## src/hw/rtl/ncctm_pkg.sv

```systemverilog
// Shared types and constants for the normalized cross-correlation template matcher.
// Used by every module of the block; depends on nothing.
`timescale 1ns / 1ps
`default_nettype none
package ncctm_pkg;
    localparam int SRC_DIM      = 64;
    localparam int TPL_DIM      = 16;
    localparam int PIX_W        = 8;
    localparam int SRC_DIM_W    = 7;
    localparam int TPL_DIM_W    = 5;
    localparam int POS_W        = 6;
    localparam int SRC_DEPTH    = SRC_DIM * SRC_DIM;
    localparam int TPL_DEPTH    = TPL_DIM * TPL_DIM;
    localparam int SRC_ADDR_W   = $clog2(SRC_DEPTH);
    localparam int TPL_ADDR_W   = $clog2(TPL_DEPTH);
    localparam int SRC_CNT_W    = SRC_ADDR_W + 1;
    localparam int TPL_CNT_W    = TPL_ADDR_W + 1;
    localparam int TPL_IDX_W    = $clog2(TPL_DIM);
    localparam int ACC_W        = 24;
    localparam int SCORE_W      = 17;
    localparam int MUL_A_W      = 48;
    localparam int MUL_B_W      = 34;
    localparam int PROD_W       = MUL_A_W + MUL_B_W;
    localparam int CFG_IDX_W    = 2;
    localparam int CFG_DATA_W   = 7;

    localparam logic [CFG_IDX_W-1:0] CFG_SRC_HEIGHT = 2'd0;
    localparam logic [CFG_IDX_W-1:0] CFG_SRC_WIDTH  = 2'd1;
    localparam logic [CFG_IDX_W-1:0] CFG_TPL_HEIGHT = 2'd2;
    localparam logic [CFG_IDX_W-1:0] CFG_TPL_WIDTH  = 2'd3;

    localparam logic [SCORE_W-1:0] SCORE_ONE = 17'd65536;

    typedef struct packed {
        logic             mode;
        logic [PIX_W-1:0] pixel;
    } t_item;

    typedef struct packed {
        logic               found;
        logic [POS_W-1:0]   best_row;
        logic [POS_W-1:0]   best_col;
        logic [SCORE_W-1:0] score;
    } t_result;

    typedef struct packed {
        logic [SRC_DIM_W-1:0] src_h;
        logic [SRC_DIM_W-1:0] src_w;
        logic [TPL_DIM_W-1:0] tpl_h;
        logic [TPL_DIM_W-1:0] tpl_w;
    } t_dims;

    typedef struct packed {
        logic                  src_we;
        logic                  tpl_we;
        logic [SRC_ADDR_W-1:0] src_addr;
        logic [TPL_ADDR_W-1:0] tpl_addr;
        logic [PIX_W-1:0]      pixel;
    } t_wr;

    typedef struct packed {
        logic [SRC_ADDR_W-1:0] src_addr;
        logic [TPL_ADDR_W-1:0] tpl_addr;
    } t_rd;

    typedef struct packed {
        logic               start;
        logic [MUL_A_W-1:0] a;
        logic [MUL_B_W-1:0] b;
    } t_mul_req;
endpackage
`default_nettype wire

```

## src/hw/rtl/ncctm_seq.sv

```systemverilog
// Search sequencer: energy and window sums, best-score tracking and score rounding.
// Drives the shared multiplier; depends on ncctm_pkg.
`timescale 1ns / 1ps
`default_nettype none
module ncctm_seq
    import ncctm_pkg::*;
(
    input  wire logic              i_clk,
    input  wire logic              i_rst_n,
    input  wire logic              i_go,
    input  wire t_dims             i_dims,
    output t_rd                    o_rd,
    input  wire logic [PIX_W-1:0]  i_src_data,
    input  wire logic [PIX_W-1:0]  i_tpl_data,
    output t_mul_req               o_mul,
    input  wire logic              i_mul_done,
    input  wire logic [PROD_W-1:0] i_mul_prod,
    output logic                   o_busy,
    output logic                   o_valid,
    output t_result                o_result
);
    typedef enum logic [3:0] {
        S_IDLE, S_TE, S_TE_DRAIN, S_TE_CHECK, S_WIN, S_WIN_DRAIN, S_EVAL,
        S_MUL, S_NEXT, S_SCORE, S_BS, S_RESULT
    } t_state;

    typedef enum logic [2:0] {
        OP_CC, OP_X, OP_BB, OP_Y, OP_P, OP_RC, OP_D2, OP_LHS
    } t_op;

    t_state                r_state;
    t_op                   r_op;
    logic                  r_dv;
    logic                  r_dv_te;
    logic [TPL_CNT_W-1:0]  r_k;
    logic [TPL_IDX_W-1:0]  r_i;
    logic [TPL_IDX_W-1:0]  r_j;
    logic [POS_W-1:0]      r_r;
    logic [POS_W-1:0]      r_c;
    logic [SRC_ADDR_W-1:0] r_rbase;
    logic [SRC_ADDR_W-1:0] r_row_base;
    logic [TPL_ADDR_W-1:0] r_tpl_base;
    logic [ACC_W-1:0]      r_te;
    logic [ACC_W-1:0]      r_corr;
    logic [ACC_W-1:0]      r_ew;
    logic                  r_have;
    logic [ACC_W-1:0]      r_bcorr;
    logic [ACC_W-1:0]      r_bew;
    logic [POS_W-1:0]      r_brow;
    logic [POS_W-1:0]      r_bcol;
    logic [PROD_W-1:0]     r_x;
    logic [MUL_A_W-1:0]    r_p;
    logic [PROD_W-1:0]     r_rhs;
    logic [SCORE_W-1:0]    r_lo;
    logic [SCORE_W-1:0]    r_hi;
    logic [SCORE_W-1:0]    r_mid;

    logic [TPL_CNT_W-1:0]  tpl_total;
    logic                  j_last;
    logic                  i_last;
    logic [SCORE_W:0]      mid_sum;
    logic [SCORE_W-1:0]    mid;
    logic [SCORE_W:0]      dval;

    assign tpl_total = TPL_CNT_W'(i_dims.tpl_h) * TPL_CNT_W'(i_dims.tpl_w);
    assign j_last    = ({1'b0, r_j} == i_dims.tpl_w - 1'b1);
    assign i_last    = ({1'b0, r_i} == i_dims.tpl_h - 1'b1);
    assign mid_sum   = {1'b0, r_lo} + {1'b0, r_hi} + 1'b1;
    assign mid       = mid_sum[SCORE_W:1];
    assign dval      = {mid, 1'b0} - 1'b1;
    assign o_busy    = (r_state != S_IDLE);

    always_comb begin
        o_rd.src_addr = SRC_ADDR_W'(r_row_base + SRC_ADDR_W'(r_c) + SRC_ADDR_W'(r_j));
        if (r_state == S_TE) begin
            o_rd.tpl_addr = r_k[TPL_ADDR_W-1:0];
        end else begin
            o_rd.tpl_addr = TPL_ADDR_W'(r_tpl_base + TPL_ADDR_W'(r_j));
        end
    end

    always_ff @(posedge i_clk) begin
        if (!i_rst_n) begin
            r_state     <= S_IDLE;
            r_op        <= OP_CC;
            r_dv        <= 1'b0;
            r_dv_te     <= 1'b0;
            o_valid     <= 1'b0;
            o_mul.start <= 1'b0;
            r_have      <= 1'b0;
        end else begin
            o_valid     <= 1'b0;
            o_mul.start <= 1'b0;
            r_dv        <= 1'b0;
            if (r_dv) begin
                if (r_dv_te) begin
                    r_te <= r_te + ACC_W'(i_tpl_data) * ACC_W'(i_tpl_data);
                end else begin
                    r_corr <= r_corr + ACC_W'(i_src_data) * ACC_W'(i_tpl_data);
                    r_ew   <= r_ew + ACC_W'(i_src_data) * ACC_W'(i_src_data);
                end
            end
            unique case (r_state)
                S_IDLE: begin
                    if (i_go) begin
                        r_have  <= 1'b0;
                        r_te    <= '0;
                        r_k     <= '0;
                        r_r     <= '0;
                        r_c     <= '0;
                        r_rbase <= '0;
                        o_result <= '0;
                        if (i_dims.tpl_h > TPL_DIM_W'(i_dims.src_h) && i_dims.src_h < 7'd16
                            || i_dims.tpl_w > TPL_DIM_W'(i_dims.src_w) && i_dims.src_w < 7'd16) begin
                            r_state <= S_RESULT;
                        end else begin
                            r_state <= S_TE;
                        end
                    end
                end
                S_TE: begin
                    r_dv    <= 1'b1;
                    r_dv_te <= 1'b1;
                    r_k     <= r_k + 1'b1;
                    if (r_k == tpl_total - 1'b1) begin
                        r_state <= S_TE_DRAIN;
                    end
                end
                S_TE_DRAIN: begin
                    r_state <= S_TE_CHECK;
                end
                S_TE_CHECK: begin
                    r_dv_te    <= 1'b0;
                    r_i        <= '0;
                    r_j        <= '0;
                    r_row_base <= '0;
                    r_tpl_base <= '0;
                    r_corr     <= '0;
                    r_ew       <= '0;
                    r_state    <= (r_te == '0) ? S_RESULT : S_WIN;
                end
                S_WIN: begin
                    r_dv <= 1'b1;
                    if (j_last) begin
                        r_j        <= '0;
                        r_i        <= r_i + 1'b1;
                        r_row_base <= SRC_ADDR_W'(r_row_base + SRC_ADDR_W'(i_dims.src_w));
                        r_tpl_base <= TPL_ADDR_W'(r_tpl_base + TPL_ADDR_W'(i_dims.tpl_w));
                        if (i_last) begin
                            r_state <= S_WIN_DRAIN;
                        end
                    end else begin
                        r_j <= r_j + 1'b1;
                    end
                end
                S_WIN_DRAIN: begin
                    r_state <= S_EVAL;
                end
                S_EVAL: begin
                    if (r_ew == '0) begin
                        r_state <= S_NEXT;
                    end else if (!r_have) begin
                        r_have  <= 1'b1;
                        r_bcorr <= r_corr;
                        r_bew   <= r_ew;
                        r_brow  <= r_r;
                        r_bcol  <= r_c;
                        r_state <= S_NEXT;
                    end else begin
                        o_mul.start <= 1'b1;
                        o_mul.a     <= MUL_A_W'(r_corr);
                        o_mul.b     <= MUL_B_W'(r_corr);
                        r_op        <= OP_CC;
                        r_state     <= S_MUL;
                    end
                end
                S_MUL: begin
                    if (i_mul_done) begin
                        case (r_op)
                            OP_CC: begin
                                o_mul.start <= 1'b1;
                                o_mul.a     <= i_mul_prod[MUL_A_W-1:0];
                                o_mul.b     <= MUL_B_W'(r_bew);
                                r_op        <= OP_X;
                            end
                            OP_X: begin
                                r_x         <= i_mul_prod;
                                o_mul.start <= 1'b1;
                                o_mul.a     <= MUL_A_W'(r_bcorr);
                                o_mul.b     <= MUL_B_W'(r_bcorr);
                                r_op        <= OP_BB;
                            end
                            OP_BB: begin
                                o_mul.start <= 1'b1;
                                o_mul.a     <= i_mul_prod[MUL_A_W-1:0];
                                o_mul.b     <= MUL_B_W'(r_ew);
                                r_op        <= OP_Y;
                            end
                            OP_Y: begin
                                if (r_x > i_mul_prod) begin
                                    r_bcorr <= r_corr;
                                    r_bew   <= r_ew;
                                    r_brow  <= r_r;
                                    r_bcol  <= r_c;
                                end
                                r_state <= S_NEXT;
                            end
                            OP_P: begin
                                r_p         <= i_mul_prod[MUL_A_W-1:0];
                                o_mul.start <= 1'b1;
                                o_mul.a     <= MUL_A_W'(r_bcorr);
                                o_mul.b     <= MUL_B_W'(r_bcorr);
                                r_op        <= OP_RC;
                            end
                            OP_RC: begin
                                r_rhs   <= {i_mul_prod[MUL_A_W-1:0], {MUL_B_W{1'b0}}};
                                r_lo    <= '0;
                                r_hi    <= SCORE_ONE;
                                r_state <= S_BS;
                            end
                            OP_D2: begin
                                o_mul.start <= 1'b1;
                                o_mul.a     <= r_p;
                                o_mul.b     <= i_mul_prod[MUL_B_W-1:0];
                                r_op        <= OP_LHS;
                            end
                            OP_LHS: begin
                                if (i_mul_prod <= r_rhs) begin
                                    r_lo <= r_mid;
                                end else begin
                                    r_hi <= r_mid - 1'b1;
                                end
                                r_state <= S_BS;
                            end
                            default: begin
                                r_state <= S_NEXT;
                            end
                        endcase
                    end
                end
                S_NEXT: begin
                    r_i        <= '0;
                    r_j        <= '0;
                    r_tpl_base <= '0;
                    r_corr     <= '0;
                    r_ew       <= '0;
                    if ({1'b0, r_c} == i_dims.src_w - SRC_DIM_W'(i_dims.tpl_w)) begin
                        r_c <= '0;
                        if ({1'b0, r_r} == i_dims.src_h - SRC_DIM_W'(i_dims.tpl_h)) begin
                            r_state <= S_SCORE;
                        end else begin
                            r_r        <= r_r + 1'b1;
                            r_rbase    <= SRC_ADDR_W'(r_rbase + SRC_ADDR_W'(i_dims.src_w));
                            r_row_base <= SRC_ADDR_W'(r_rbase + SRC_ADDR_W'(i_dims.src_w));
                            r_state    <= S_WIN;
                        end
                    end else begin
                        r_c        <= r_c + 1'b1;
                        r_row_base <= r_rbase;
                        r_state    <= S_WIN;
                    end
                end
                S_SCORE: begin
                    if (!r_have) begin
                        r_state <= S_RESULT;
                    end else begin
                        o_mul.start <= 1'b1;
                        o_mul.a     <= MUL_A_W'(r_bew);
                        o_mul.b     <= MUL_B_W'(r_te);
                        r_op        <= OP_P;
                        r_state     <= S_MUL;
                    end
                end
                S_BS: begin
                    if (r_lo < r_hi) begin
                        r_mid       <= mid;
                        o_mul.start <= 1'b1;
                        o_mul.a     <= MUL_A_W'(dval);
                        o_mul.b     <= MUL_B_W'(dval);
                        r_op        <= OP_D2;
                        r_state     <= S_MUL;
                    end else begin
                        o_result.found    <= 1'b1;
                        o_result.best_row <= r_brow;
                        o_result.best_col <= r_bcol;
                        o_result.score    <= r_lo;
                        r_state           <= S_RESULT;
                    end
                end
                S_RESULT: begin
                    o_valid <= 1'b1;
                    r_state <= S_IDLE;
                end
                default: begin
                    r_state <= S_IDLE;
                end
            endcase
        end
    end
endmodule
`default_nettype wire

```

## config.mk

```make
export PLATFORM = sky130hd
export DESIGN_NAME = ncctm_seq
export DESIGN_NICKNAME = d
export VERILOG_FILES = /design/src/hw/rtl/ncctm_pkg.sv /design/src/hw/rtl/ncctm_seq.sv
export SDC_FILE = /design/constraint.sdc
export NUM_CORES = 2
export LEC_CHECK = 0
export ABC_AREA = 1
export BUFFER_PORTS_ARGS = -buffer_cell sky130_fd_sc_hd__buf_2
export CORE_ASPECT_RATIO = 1.25
export CORE_MARGIN = 5
export CORE_UTILIZATION = 55
export CTS_CLUSTER_DIAMETER = 50
export DETAILED_ROUTE_END_ITERATION = 8
export PLACE_DENSITY = 0.74
export SYNTH_ARGS = -nofsm -noshare
export SYNTH_HDL_FRONTEND = slang
export SYNTH_SLANG_ARGS = --single-unit
```

## constraint.sdc

```tcl
create_clock -name i_clk -period 10.4 [get_ports i_clk]
set_clock_uncertainty 0.05 [all_clocks]
set_input_delay 1.56 -clock i_clk [delete_from_list [all_inputs] [get_ports i_clk]]
set_output_delay 1.56 -clock i_clk [all_outputs]
set_load 0.005 [all_outputs]
```

==> results.md <==
- Top cells by count, synth: inv_1 (858), nand2_1 (810), edfxtp_1 (534)
- Post-CTS Setup Repair Bufs: 0
- Ratio of cells with drive above 1 in the final layout: 0.0996
- Post-Syn Instances: 4180
- Clock share of power: 0.277
- Vias in the first global route: 28655
- Gpl congestion: 0.923
- Lkg Pwr: 20.2 nW
- Net count reported at finish: 5070
- Pwr dens: 186 nW/um^2
- Largest net degree at the start of global routing: 83
- Slew headroom: 0.194
- CP max stage delay: 0.54 ns
- Syn_area_per_cell: 9.06 um^2
- Die ar.: 74300 um^2
- Yosys cell types: 57
- Layout area overhead: 11.2%
- DR vias: 29262
- Top post-synthesis cells by area: edfxtp_1 (42%), ha_1 (12%), inv_1 (8.5%)
- Setup TNS: 0 ns
- Syn Nets: 4819
- Port buffer count: 260
- Yosys warning count: 0
- Fmax: 180 MHz
- Drt wl/cell: 18.3 um
- Initial Utilization: 0.555
- Max-cap viol count: 0
- Logic pwr share: 0.362
- Chip Height: 303 um
- Die X: 245 um
- Synth Flop Type: edfxtp_1
- Synthesized flop and latch total: 546
- Final WL: 97800 um
- Setup CP Type: in -> reg
- IR drop worst, VDD: 0.000146 V
- CTS Hold Bufs: 0
- Largest area contributor in the netlist: edfxtp_1
- Synthesized area: 37900 um^2
- Setup crit start kind: input port
- Placed cell count: 5242
- Sequential Area: 16300 um^2
- Critical path's top delay family: adder cells
- Iteration-0 DRC Markers: 2341
- Drt pass-1 iters: 6
- Worst hold margin: 0.395 ns
- Top-count cell post-synth: inv_1
- # setup viols final: 0
- H-tree Lvls: 2
- Worst path required time: 10.77 ns
- Core Rows: 107
- P_sw: 2.86 mW
- Max-slew violation count: 0
- Crit path capture type: flop
- Crit path time final: 5.56 ns
- Post-synth EDFFs: 534
- RSZ-0062 raised after global routing: no
- Final hold violation count: 0
- Max Buffers Root-to-Sink: 3
- DRC Markers: 0
- Top Ports: 261
- Multi-input gate area: 18000 um^2
- Synth top area share: 0.423
- GRT Overall Usage: 0.261
- Slew @ Worst Pin: 1.20 ns
- First-pass GRT wire length: 154000 um
- Buf+Inv Stages, Crit Path: 4
- ANT nets after route: 0
- Clock Sinks: 546
- Core Region: 68300 um^2
- Worst Path Arrival: 5.94 ns
- Internal power: 4.99 mW
- Post-CTS resize count: 0
- Ordered list of cells on the worst path: buf_2 > nand2_1 > fa_1 > inv_1 > fa_1 > ha_1 > inv_1 > fa_1 > fa_1 > inv_1 > nand3_1 > nand2_1 > nand2_1 > nand2_1 > a21oi_1 > o21ai_0 > nand3_1 > nand2_1 > nand3_1 > nor2_1 > nor2_1
- Switch share: 0.364
- Ys async rst share: 0
- Root buf cell: clkbuf_16
- Global route overflow: 0
- Worst path slowest cell: fa_1
- Post-DP HPWL: 75500 um
- Worst-path clk slew: 0.07 ns
- TritonCTS Buffers: 59
- Non-filler instance count after layout: 5354
- CP dominant cell by count: nand2_1
- Final cycle utilization of the critical path: 0.535
- Sequential fraction of the synthesis area: 0.430
- Filler Cell Count: 5717
- Drt via density: 5.47
- CTS tree: built
- Initial antenna violation count: 7
- Worst-skew pair later-pin latency: 0.66 ns
- Max FO, Critical Path: 16
- Sequential cell fraction of total power: 0.361
- Status: completed
- Worst min path class: reg -> reg
[metal layers]
metal	routed length (um)	track usage	part of all wire
met2	48100	0.457	0.49
met3	6690	0.0340	0.068
met1	38900	0.333	0.40
met4	4140	0.0994	0.042
met5	13	0	0.00013
[flip-flops by register name, summed over array words and instances (netlist names), 6 cells and up]
signal      count
r_hi           17
r_lo           17
r_row_base     12
r_bew          24
r_te           24
r_bcol          6
o_mul          83
r_rhs          48
r_bcorr        24
o_result       30
r_mid          17
r_brow          6
r_tpl_base      8
r_p            48
r_r             6
r_rbase        12
r_ew           24
r_c             6
r_k             9
r_corr         24
r_x            82
[cells in the final DEF, fill, tap and decap left out, types with 18 or more instances in the layout]
cell,netlist,routed
a21oi_1,257,256
buf_2,23,260
buf_4,0,19
clkbuf_16,0,59
edfxtp_1,534,534
fa_1,150,150
ha_1,363,363
inv_1,858,857
nand2_1,810,810
nand3_1,169,169
nand4_1,59,59
nor2_1,310,305
nor3_1,29,29
nor4_1,18,18
o211ai_1,36,36
o21ai_0,186,186
o22ai_1,26,26
xnor2_1,35,35
xor2_1,51,51
[area by class of cell]
cell class / instances / area share
Multi-Input combinational cell: 2667 / 0.427
Sequential cell: 546 / 0.386
Inverter: 878 / 0.0782
Clock buffer: 69 / 0.0359
Timing Repair Buffer: 279 / 0.0343
Tap cell: 872 / 0.0259
Clock inverter: 39 / 0.0115
Antenna cell: 4 / 0.000238
[cell families (layout without fill, tap and decap cells)]
| group | after synthesis | in the layout | synth area share |
|---|---|---|---|
| and+or+nand+nor | 1458 | 1458 | 0.162 |
| buffers and inverters | 967 | 1265 | 0.0968 |
| AOI/OAI and AO/OA | 607 | 607 | 0.0911 |
| DFF | 546 | 546 | 0.430 |
| adders and majority gates | 513 | 513 | 0.199 |
| xor gates and xnor gates | 87 | 87 | 0.0205 |
| muxes | 2 | 2 | 0.000561 |
| other | 0 | 4 | 0 |
[power by group through the flow]
stage                     Clock [mW]  Combinational (mW)  Sequential (mW)
after floorplan                    0                2.10             2.81
after global placement             0                2.74             2.87
after detailed placement           0                2.82             2.87
after CTS                       2.20                2.84             2.83
after global routing            2.29                3.28             2.84
final                           2.18                2.84             2.83
[stage by stage]
| stage | setup slack [ns] | util | cell area [um^2] | total power [mW] |
|---|---|---|---|---|
| 5_1_grt | 4.48 | 0.617 | 42100 | 8.41 |
| 2_1_floorplan | 4.22 | - | 37900 | 4.91 |
| 4_1_cts | 4.86 | 0.617 | 42100 | 7.87 |
| 3_5_place_dp | 4.20 | 0.587 | 40100 | 5.69 |
| 3_3_place_gp | 4.28 | 0.587 | 40100 | 5.61 |
| 6_report | 4.84 | 0.617 | 42100 | 7.85 |
[final timing paths]
kind / start / end / slack [ns] / cells after the start
worst max register to register: r_ew[6] / r_ew[21] / 5.59 / 18
worst min-delay path: r_r[4] / r_brow[4] / 0.40 / 0
worst max-delay path: i_src_data[4] / r_ew[21] / 4.84 / 21
worst min register to register: r_r[4] / r_brow[4] / 0.40 / 0
No activity file was read; power rests on OpenSTA's default activity.
