## config.mk

```make
export PLATFORM = sky130hd
export DESIGN_NAME = ncctm_mul
export DESIGN_NICKNAME = d
export VERILOG_FILES = /design/src/hw/rtl/ncctm_pkg.sv /design/src/hw/rtl/ncctm_mul.sv
export SDC_FILE = /design/constraint.sdc
export NUM_CORES = 1
export LEC_CHECK = 0
export BUFFER_PORTS_ARGS = -buffer_cell sky130_fd_sc_hd__buf_2
export CORE_ASPECT_RATIO = 1.5
export CORE_UTILIZATION = 35
export CTS_BUF_LIST = sky130_fd_sc_hd__clkbuf_8
export CTS_CLUSTER_SIZE = 24
export DETAILED_ROUTE_END_ITERATION = 12
export HOLD_SLACK_MARGIN = 0.12
export PLACE_DENSITY_LB_ADDON = 0.3
export RECOVER_POWER = 50
export SLEW_MARGIN = 10
export SYNTH_ARGS = -nofsm -noshare
export SYNTH_HDL_FRONTEND = slang
export SYNTH_SLANG_ARGS = --single-unit
```

## constraint.sdc

```tcl
create_clock -name i_clk -period 10.1 [get_ports i_clk]
set_clock_uncertainty 0.05 [all_clocks]
set_input_delay 1.515 -clock i_clk [delete_from_list [all_inputs] [get_ports i_clk]]
set_output_delay 1.515 -clock i_clk [all_outputs]
set_load 0.1 [all_outputs]
```

## src/hw/rtl/ncctm_pkg.sv

```systemverilog
// Shared types and constants for the normalized cross-correlation template matcher.
// Used by every module of the block; depends on nothing.
`timescale 1ns / 1ps
`default_nettype none
package ncctm_pkg;
    localparam int SRC_DIM      = 64;
    localparam int TPL_DIM      = 16;
    localparam int PIX_W        = 8;
    localparam int SRC_DIM_W    = 7;
    localparam int TPL_DIM_W    = 5;
    localparam int POS_W        = 6;
    localparam int SRC_DEPTH    = SRC_DIM * SRC_DIM;
    localparam int TPL_DEPTH    = TPL_DIM * TPL_DIM;
    localparam int SRC_ADDR_W   = $clog2(SRC_DEPTH);
    localparam int TPL_ADDR_W   = $clog2(TPL_DEPTH);
    localparam int SRC_CNT_W    = SRC_ADDR_W + 1;
    localparam int TPL_CNT_W    = TPL_ADDR_W + 1;
    localparam int TPL_IDX_W    = $clog2(TPL_DIM);
    localparam int ACC_W        = 24;
    localparam int SCORE_W      = 17;
    localparam int MUL_A_W      = 48;
    localparam int MUL_B_W      = 34;
    localparam int PROD_W       = MUL_A_W + MUL_B_W;
    localparam int CFG_IDX_W    = 2;
    localparam int CFG_DATA_W   = 7;

    localparam logic [CFG_IDX_W-1:0] CFG_SRC_HEIGHT = 2'd0;
    localparam logic [CFG_IDX_W-1:0] CFG_SRC_WIDTH  = 2'd1;
    localparam logic [CFG_IDX_W-1:0] CFG_TPL_HEIGHT = 2'd2;
    localparam logic [CFG_IDX_W-1:0] CFG_TPL_WIDTH  = 2'd3;

    localparam logic [SCORE_W-1:0] SCORE_ONE = 17'd65536;

    typedef struct packed {
        logic             mode;
        logic [PIX_W-1:0] pixel;
    } t_item;

    typedef struct packed {
        logic               found;
        logic [POS_W-1:0]   best_row;
        logic [POS_W-1:0]   best_col;
        logic [SCORE_W-1:0] score;
    } t_result;

    typedef struct packed {
        logic [SRC_DIM_W-1:0] src_h;
        logic [SRC_DIM_W-1:0] src_w;
        logic [TPL_DIM_W-1:0] tpl_h;
        logic [TPL_DIM_W-1:0] tpl_w;
    } t_dims;

    typedef struct packed {
        logic                  src_we;
        logic                  tpl_we;
        logic [SRC_ADDR_W-1:0] src_addr;
        logic [TPL_ADDR_W-1:0] tpl_addr;
        logic [PIX_W-1:0]      pixel;
    } t_wr;

    typedef struct packed {
        logic [SRC_ADDR_W-1:0] src_addr;
        logic [TPL_ADDR_W-1:0] tpl_addr;
    } t_rd;

    typedef struct packed {
        logic               start;
        logic [MUL_A_W-1:0] a;
        logic [MUL_B_W-1:0] b;
    } t_mul_req;
endpackage
`default_nettype wire

```

## src/hw/rtl/ncctm_mul.sv

```systemverilog
// Shared shift-add multiplier, one multiplier bit per cycle.
// Depends on ncctm_pkg.
`timescale 1ns / 1ps
`default_nettype none
module ncctm_mul
    import ncctm_pkg::*;
(
    input  wire logic        i_clk,
    input  wire logic        i_rst_n,
    input  wire t_mul_req    i_req,
    output logic             o_done,
    output logic [PROD_W-1:0] o_prod
);
    localparam int CNT_W = $clog2(MUL_B_W);
    localparam logic [CNT_W-1:0] LAST = CNT_W'(MUL_B_W - 1);

    logic               r_run;
    logic [CNT_W-1:0]   r_cnt;
    logic [PROD_W-1:0]  r_ma;
    logic [MUL_B_W-1:0] r_mb;

    always_ff @(posedge i_clk) begin
        if (!i_rst_n) begin
            r_run  <= 1'b0;
            o_done <= 1'b0;
            r_cnt  <= '0;
        end else begin
            o_done <= 1'b0;
            if (i_req.start) begin
                r_run  <= 1'b1;
                r_cnt  <= '0;
                o_prod <= '0;
                r_ma   <= PROD_W'(i_req.a);
                r_mb   <= i_req.b;
            end else if (r_run) begin
                if (r_mb[0]) begin
                    o_prod <= o_prod + r_ma;
                end
                r_ma  <= r_ma << 1;
                r_mb  <= r_mb >> 1;
                r_cnt <= r_cnt + 1'b1;
                if (r_cnt == LAST) begin
                    r_run  <= 1'b0;
                    o_done <= 1'b1;
                end
            end
        end
    end
endmodule
`default_nettype wire

```

==> parameters.txt, run 1 <==
Parameter                              Value

Status
  Status    finished with violations
  Violated checks    capacitance limit, slew limit

Timing
  Slew HR    -120%
  Final Slew Violations    between 100 and 150
  Final worst path period share    roughly 64%
  Final critical-path required period    around 6500 ps
  Worst slew pin tran    3300 ps
  Count of final setup violators    0
  Fmax achieved    0.154 GHz
  Final Hold Fails    0
  Setup repair after global routing missed its margin    no
  Sum Neg Setup Slack    0 ps

Die
  Number of cell rows    85
  Die height    about 240 um
  CORE AREA    36100 sq um
  Number of I/O pins    approximately 170
  Die X    roughly 160 um
  Total Die Area    37500 sq um
  Initial core utilization    35.6%

Drt
  Met3 wire len    1580 um
  Highest routing layer actually used    met4
  DRC errors left    0
  Length of routed met2 wiring    about 17000 um
  Wire length reported by the detailed router    between 30000 and 40000 um
  Routed vias/inst    approximately 5.2
  Number of optimization iterations in the first detailed-route pass    5
  Total via count after detailed routing    9804
  Wire length on met1    12900 um
  Iter 0 DRT Violations    501
  Average routed wire per standard cell    between 15 and 20 um
  Number of routed nets with antenna violations    0

Cells and area
  Post-layout utilization of the core    between 40 and 50%
  Fraction of final layout cells sized beyond drive strength 1    between 10% and 20%
  Synthesis-to-layout area growth    14.2%
  Reg area    6110 sq um
  Count of non-filler cells in the finished layout    ~1900
  Area of combinational cells with multiple inputs    ~6400 sq um
  Total of fill cells in the finished design    roughly 3600
  Final layout net count    between 1500 and 2000

Clocking
  CTS Hold Bufs    0
  Number of setup buffers added after CTS    0
  CTS tree    done
  Clock sinks    approximately 210
  Skew-Pair Late Insertion Delay    ~560 ps
  Clock root buffer    sky130_fd_sc_hd__clkbuf_8
  CTS Buffer Depth    3
  Level count of the clock H-tree    2
  Number of buffers created by CTS    35
  Clock-pin slew on the worst setup and hold paths    60 ps
  Count of cells resized by post-cts repair    0

Critical path
  Critical path launch point type    input pin
  Standard cell with the maximum stage delay on the critical path    sky130_fd_sc_hd__clkbuf_1
  Worst-case reg-to-reg path depth    11
  Cell family contributing the most delay on the critical path    buffers and inverters
  Crit path max fanout    67
  Worst path cell trace    clkbuf_1 > clkbuf_1 > mux2_2
  Worst Path Buf+Inv    2
  Crit. End Element    flop
  Most Frequent Cell on Critical Path    sky130_fd_sc_hd__clkbuf_1
  Required time of the critical path    roughly 10000 ps
  Classification of the worst setup path    input pin to flop
  CP arrival    ~6700 ps
  Critical path depth    3
  Delay of the slowest cell on the worst path    about 2500 ps

Global route
  GRT Util Overall    roughly 18%
  Vias in the first global route    10200
  Initial antenna violation count    1
  Maximum number of pins on one net before global-route repair    80
  Total grt overflow    0
  Wire length of the first global-routing pass    between 50000 and 60000 um

Power
  Sequential power share    41.3%
  Internal power summed over all cells    around 1.6 mW
  Maximum vdd drop    around 0.09 mV
  Leakage power    between 5 and 6 nW
  Power density over the cells    around 180 nW/um^2
  Sw frac    around 37%
  Clk pwr share    between 20% and 30%
  Power spent charging and discharging nets    around 0.95 mW
  Design Power    2.58 mW
  Combinational power share    31.1%

Synth
  FF+latch count, synth    206
  EDFF count, synth    198
  Mean area per synthesized cell    10.5 sq um
  Cells taking the most area after synthesis    sky130_fd_sc_hd__edfxtp_1, sky130_fd_sc_hd__ha_1, sky130_fd_sc_hd__mux2_2, sky130_fd_sc_hd__a21oi_1, sky130_fd_sc_hd__nor2_1
  Synthesized netlist net count    ~1400
  Register area share after synthesis    about 48%
  Cell type with the highest aggregate area in the netlist    sky130_fd_sc_hd__edfxtp_1
  Number of warnings reported in the yosys synthesis log    0
  Portion of synthesized cell area occupied by the leading cell type    between 40 and 50%
  Cells after Synth    ~1200
  Area of the mapped netlist    approximately 13000 sq um
  Post-synthesis cell type count    between 60 and 70
  Async set-reset flop share out of synthesis    0%
  Predominant post-synthesis flop cell    sky130_fd_sc_hd__edfxtp_1

Worst hold path
  Hold Path Depth    2
  Min-delay worst type    flop to flop

Placed design
  DP Wirelength    between 20000 and 25000 um
  Cells after DPL    between 1500 and 2000
  Number of port buffers    between 150 and 200
  Gpl congestion    roughly 0.91

Job
  Max-capacitance violation count    2
state kept, by name (all words and copies together), names as in the netlist:
name	flops
o_done	1
r_mb	34
r_cnt	6
r_ma	82
o_prod	82
r_run	1
worst reg2reg max path: stages (launching register included):
cell	delay [ps]
sky130_fd_sc_hd__edfxtp_1	420
sky130_fd_sc_hd__ha_1	340
sky130_fd_sc_hd__a211oi_1	300
sky130_fd_sc_hd__nor3_1	140
sky130_fd_sc_hd__or2_1	250
sky130_fd_sc_hd__a41oi_1	420
sky130_fd_sc_hd__o21ai_1	360
sky130_fd_sc_hd__a211o_1	410
sky130_fd_sc_hd__a211oi_1	480
sky130_fd_sc_hd__o21ai_1	160
sky130_fd_sc_hd__xnor2_1	180
sky130_fd_sc_hd__nor2_1	50
routing by layer:
metal / global-route usage, % / up-vias
met5: 0 / -
met4: 7.93 / 0
met3: 3.72 / 74
met2: 32.7 / 216
met1: 19.6 / 4685
li1: - / 4829
cells in the mapped netlist, types with 4 or more instances:
master and number:
sky130_fd_sc_hd__edfxtp_1 198, sky130_fd_sc_hd__nor2_1 138, sky130_fd_sc_hd__a21oi_1 110, sky130_fd_sc_hd__ha_1 83
sky130_fd_sc_hd__nand2_1 83, sky130_fd_sc_hd__mux2_2 80, sky130_fd_sc_hd__clkbuf_1 53, sky130_fd_sc_hd__o21ai_0 49
sky130_fd_sc_hd__a21o_1 47, sky130_fd_sc_hd__nor2b_1 47, sky130_fd_sc_hd__xor2_1 39, sky130_fd_sc_hd__xnor2_1 38
sky130_fd_sc_hd__nand4_1 30, sky130_fd_sc_hd__inv_1 22, sky130_fd_sc_hd__o21a_1 20, sky130_fd_sc_hd__nor3_1 19
sky130_fd_sc_hd__nand3_1 16, sky130_fd_sc_hd__a211oi_1 12, sky130_fd_sc_hd__o21bai_1 11, sky130_fd_sc_hd__a21boi_0 9
sky130_fd_sc_hd__o21ai_1 9, sky130_fd_sc_hd__dfxtp_1 8, sky130_fd_sc_hd__and2_1 7, sky130_fd_sc_hd__nor4_1 6
sky130_fd_sc_hd__or3_1 6, sky130_fd_sc_hd__and3_1 5, sky130_fd_sc_hd__nand2b_1 5, sky130_fd_sc_hd__o211ai_1 5
sky130_fd_sc_hd__o31ai_1 5, sky130_fd_sc_hd__a31oi_1 4
layout by cell type, fill, tap and decap left out, types with 4 or more instances in the layout:
cell type,n
sky130_fd_sc_hd__o211ai_1,5
sky130_fd_sc_hd__inv_1,35
sky130_fd_sc_hd__xor2_1,39
sky130_fd_sc_hd__clkbuf_8,36
sky130_fd_sc_hd__ha_1,83
sky130_fd_sc_hd__a21boi_0,9
sky130_fd_sc_hd__buf_2,110
sky130_fd_sc_hd__and3_1,5
sky130_fd_sc_hd__mux2_2,80
sky130_fd_sc_hd__o31ai_1,5
sky130_fd_sc_hd__nand2_1,83
sky130_fd_sc_hd__or3_1,6
sky130_fd_sc_hd__nand3_1,16
sky130_fd_sc_hd__o21ai_0,49
sky130_fd_sc_hd__edfxtp_1,198
sky130_fd_sc_hd__and2_1,7
sky130_fd_sc_hd__nor2_1,137
sky130_fd_sc_hd__clkbuf_1,58
sky130_fd_sc_hd__nor4_1,6
sky130_fd_sc_hd__nor3_1,19
sky130_fd_sc_hd__a21oi_1,110
sky130_fd_sc_hd__o21a_1,20
sky130_fd_sc_hd__a31oi_1,4
sky130_fd_sc_hd__o21bai_1,11
sky130_fd_sc_hd__a21o_1,47
sky130_fd_sc_hd__clkinv_1,5
sky130_fd_sc_hd__nand2b_1,5
sky130_fd_sc_hd__xnor2_1,38
sky130_fd_sc_hd__nor2b_1,47
sky130_fd_sc_hd__a211oi_1,12
sky130_fd_sc_hd__nand4_1,30
sky130_fd_sc_hd__o21ai_1,9
sky130_fd_sc_hd__dfxtp_1,8
area by class of cell:
class / count / share of cell area (%)
well taps: 478 / 4.08
clock inverters: 25 / 0.913
diodes: 1 / 0.0171
flip-flops and latches: 206 / 41.6
inverters: 22 / 0.580
clock buffers: 36 / 3.38
repair buffers: 171 / 5.39
multi-input cells: 934 / 44.0
power groups by stage:
stage	logic (mW)	clock network [mW]	registers, mW
after detailed placement	0.801	0	1.08
after global routing	0.873	0.768	1.07
after CTS	0.806	0.741	1.06
after global placement	0.797	0	1.08
final	0.802	0.712	1.06
after floorplan	0.439	0	1.27
per-stage QoR:
step	hold slack, ps	setup WS, ps	cell area, sq um
6_report	424	3610	14700
5_1_grt	461	3020	14700
4_1_cts	429	6260	14700
3_5_place_dp	422	5820	14100
3_3_place_gp	418	5880	14100
2_1_floorplan	394	3690	12800
cells by family after synthesis:
family | share of synthesized area [%]
compound gates | 15.7
xor+xnor | 5.25
fa+ha+maj | 8.24
buf+inv | 2.26
flops | 47.6
mux | 7.13
simple gates | 13.8
path summary, 6_finish.rpt:
path	slack, ps	start	to
max	3610	i_req[82]	r_ma[24]$_DFFE_PP_
min	420	r_cnt[5]$_SDFFE_PP0P_	o_done$_SDFF_PP0_
max reg2reg	6250	o_prod[1]$_SDFFCE_PP0P_	o_prod[73]$_SDFFCE_PP0P_
min reg2reg	420	r_cnt[5]$_SDFFE_PP0P_	o_done$_SDFF_PP0_
Power figures use the tool's default switching activity.
==> inputs of run 2 (changes only) <==
==> constraint.sdc (replaced) <==
create_clock -name i_clk -period 6.4 [get_ports i_clk]
set_clock_uncertainty 0.05 [all_clocks]
set_input_delay 0.96 -clock i_clk [delete_from_list [all_inputs] [get_ports i_clk]]
set_output_delay 0.96 -clock i_clk [all_outputs]
set_load 0.1 [all_outputs]
==> parameters.txt, run 2 (same netlist as run 1, synthesis figures left out) <==
Parameter                              Value

Status
  Violated checks    capacitance limit, slew limit
  Status    finished with violations

Die
  Number of cell rows    85 (unchanged)
  Die X    158 um (unchanged)
  CORE AREA    36100 sq um (unchanged)
  Number of I/O pins    168 (unchanged)
  Total Die Area    37500 sq um (unchanged)
  Die height    237 um (unchanged)
  Initial core utilization    35.6% (unchanged)

Timing
  Count of final setup violators    0 (unchanged)
  Final worst path period share    ~70%
  Slew HR    -166% (-46 points)
  Setup repair after global routing missed its margin    no
  Worst slew pin tran    3990 ps (+694 ps)
  Sum Neg Setup Slack    0 ps (unchanged)
  Final Slew Violations    178 (+34%)
  Fmax achieved    roughly 0.22 GHz
  Final Hold Fails    0 (unchanged)
  Final critical-path required period    between 4000 and 5000 ps

Power
  Leakage power    5.64 nW (+0.39%)
  Power spent charging and discharging nets    1.52 mW (+60%)
  Sw frac    35.4% (-1.5 points)
  Combinational power share    29.5% (-1.6 points)
  Power density over the cells    290 nW/um^2 (+65%)
  Maximum vdd drop    0.265 mV (+200%)
  Sequential power share    39.2% (-2.1 points)
  Clk pwr share    31.3% (+3.7 points)
  Internal power summed over all cells    2.77 mW (+70%)

Job
  Max-capacitance violation count    3 (+1)

Cells and area
  Registers with the most flip-flops    o_prod x82, r_ma x82, r_mb x34
  Ant. Diodes    0 (-1)
  Non-Filler Cell Area, Final    14800 sq um (+0.85%)
  Highest-count cells in the layout ignoring fill and taps    sky130_fd_sc_hd__edfxtp_1, sky130_fd_sc_hd__nor2_1, sky130_fd_sc_hd__a21oi_1, sky130_fd_sc_hd__buf_2
  Area of combinational cells with multiple inputs    6440 sq um (-0.12%)
  Final layout net count    1542 (+0.19%)
  Reg area    6110 sq um (unchanged)
  Count of non-filler cells in the finished layout    1879 (+0.32%)
  Fraction of final layout cells sized beyond drive strength 1    16.5% (-1.3 points)
  Synthesis-to-layout area growth    15.2%
  Commonest non-fill, non-tap cell in the layout    sky130_fd_sc_hd__edfxtp_1
  Total of fill cells in the finished design    3570 (-0.056%)

Clocking
  Clock-pin slew on the worst setup and hold paths    60 ps (about the same)
  CTS Hold Bufs    0 (unchanged)
  Level count of the clock H-tree    2 (unchanged)
  Skew-Pair Late Insertion Delay    560 ps (about the same)
  Clock root buffer    sky130_fd_sc_hd__clkbuf_8
  Clock sinks    206 (unchanged)
  Number of buffers created by CTS    37 (+5.7%)
  Count of cells resized by post-cts repair    0 (unchanged)
  CTS tree    done
  Number of setup buffers added after CTS    0 (unchanged)
  CTS Buffer Depth    3 (unchanged)

Critical path
  Crit path max fanout    88 (+31%)
  Worst path cell trace    buf_6 > clkbuf_1 > nor2b_1 > mux2_4
  Worst R2R Setup Slack    2490 ps (-3760 ps)
  Classification of the worst setup path    input pin to flop
  Required time of the critical path    6660 ps (-3670 ps)
  Standard cell with the maximum stage delay on the critical path    sky130_fd_sc_hd__clkbuf_1
  Delay of the slowest cell on the worst path    2820 ps (+370 ps)
  CP arrival    4730 ps (-1990 ps)
  Worst Path Buf+Inv    2 (unchanged)
  Cell family contributing the most delay on the critical path    buffers and inverters
  Critical path launch point type    input pin
  Crit. End Element    flop

Global route
  Wire length of the first global-routing pass    52500 um (about the same)
  Initial antenna violation count    0 (-1)
  Total grt overflow    0 (unchanged)
  Maximum number of pins on one net before global-route repair    89 (+11%)
  GRT Util Overall    18.0% (+0.070 points)
  Vias in the first global route    10100 (-1.1%)

Drt
  Iter 0 DRT Violations    435 (-13%)
  Number of optimization iterations in the first detailed-route pass    5 (unchanged)
  Wire length reported by the detailed router    33600 um (+1.5%)
  Average routed wire per standard cell    17.9 um (+1.2%)
  Routed vias/inst    5.25 (+0.38%)
  Number of routed nets with antenna violations    0 (unchanged)
  DRC errors left    0 (unchanged)
  Total via count after detailed routing    9873 (+0.70%)

Placed design
  Placed Instance Area    14100 sq um (about the same)
  Gpl congestion    0.909 (-0.43%)
  Cells after DPL    1812 (+0.055%)
  Number of port buffers    167 (unchanged)
  DP Wirelength    25000 um (+2.3%)

Worst hold path
  Min-delay worst type    flop to flop
==> run 2: changes by cell type in the layout (fill, tap and decap cells not counted), sizes merged <==
cell and change:
bufinv +4, clkinvlp -3, clkinv +2, diode -1, buf -21, clkbuf +25
==> run 2: worst paths after layout <==
kind | start | to | cells past startpoint
setup / recovery | i_req[82] | o_prod[50]$_SDFFCE_PP0P_ | 4
hold / removal | r_cnt[5]$_SDFFE_PP0P_ | r_cnt[5]$_SDFFE_PP0P_ | 2
setup reg to reg | o_prod[4]$_SDFFCE_PP0P_ | o_prod[51]$_SDFFCE_PP0P_ | 11
hold reg to reg | r_cnt[5]$_SDFFE_PP0P_ | r_cnt[5]$_SDFFE_PP0P_ | 2
==> run 2: cell type report <==
class,count,area share (%)
Multi-Input combinational cell,934,43.6
Sequential cell,206,41.3
Timing Repair Buffer,172,5.24
Tap cell,478,4.04
Clock buffer,39,3.63
Clock inverter,28,1.65
Inverter,22,0.575
==> run 2: through the flow <==
step                utilization (%)  total power, mW  setup WS (ps)  hold slack [ps]
floorplan                         -             2.69            547              394
detailed placement             39.2             2.98           2670              432
global placement               39.2             2.97           2760              417
finish                         41.0             4.29           1930              440
CTS                            41.3             4.35           2650              445
global route                   41.0             4.50           1450              491
==> run 2: layer usage <==
layer | up-vias | routed length (um) | GRT usage, %
met5 | - | 0 | 0
met4 | 0 | 1350 | 7.60
met3 | 85 | 1710 | 3.77
met2 | 255 | 17600 | 32.8
met1 | 4695 | 12900 | 19.8
li1 | 4838 | - | -
==> run 2: power by group through the flow <==
stage | clock, mW | combinational, mW | sequential (mW)
CTS | 1.39 | 1.28 | 1.68
global placement | 0 | 1.26 | 1.71
floorplan | 0 | 0.692 | 2.00
detailed placement | 0 | 1.27 | 1.71
finish | 1.34 | 1.26 | 1.68
global route | 1.44 | 1.37 | 1.69
==> run 2: tightest hold or removal path, stage by stage, from the launching register on <==
cell,delay (ps)
sky130_fd_sc_hd__dfxtp_1,320
sky130_fd_sc_hd__o21ai_0,70
sky130_fd_sc_hd__a21oi_1,60
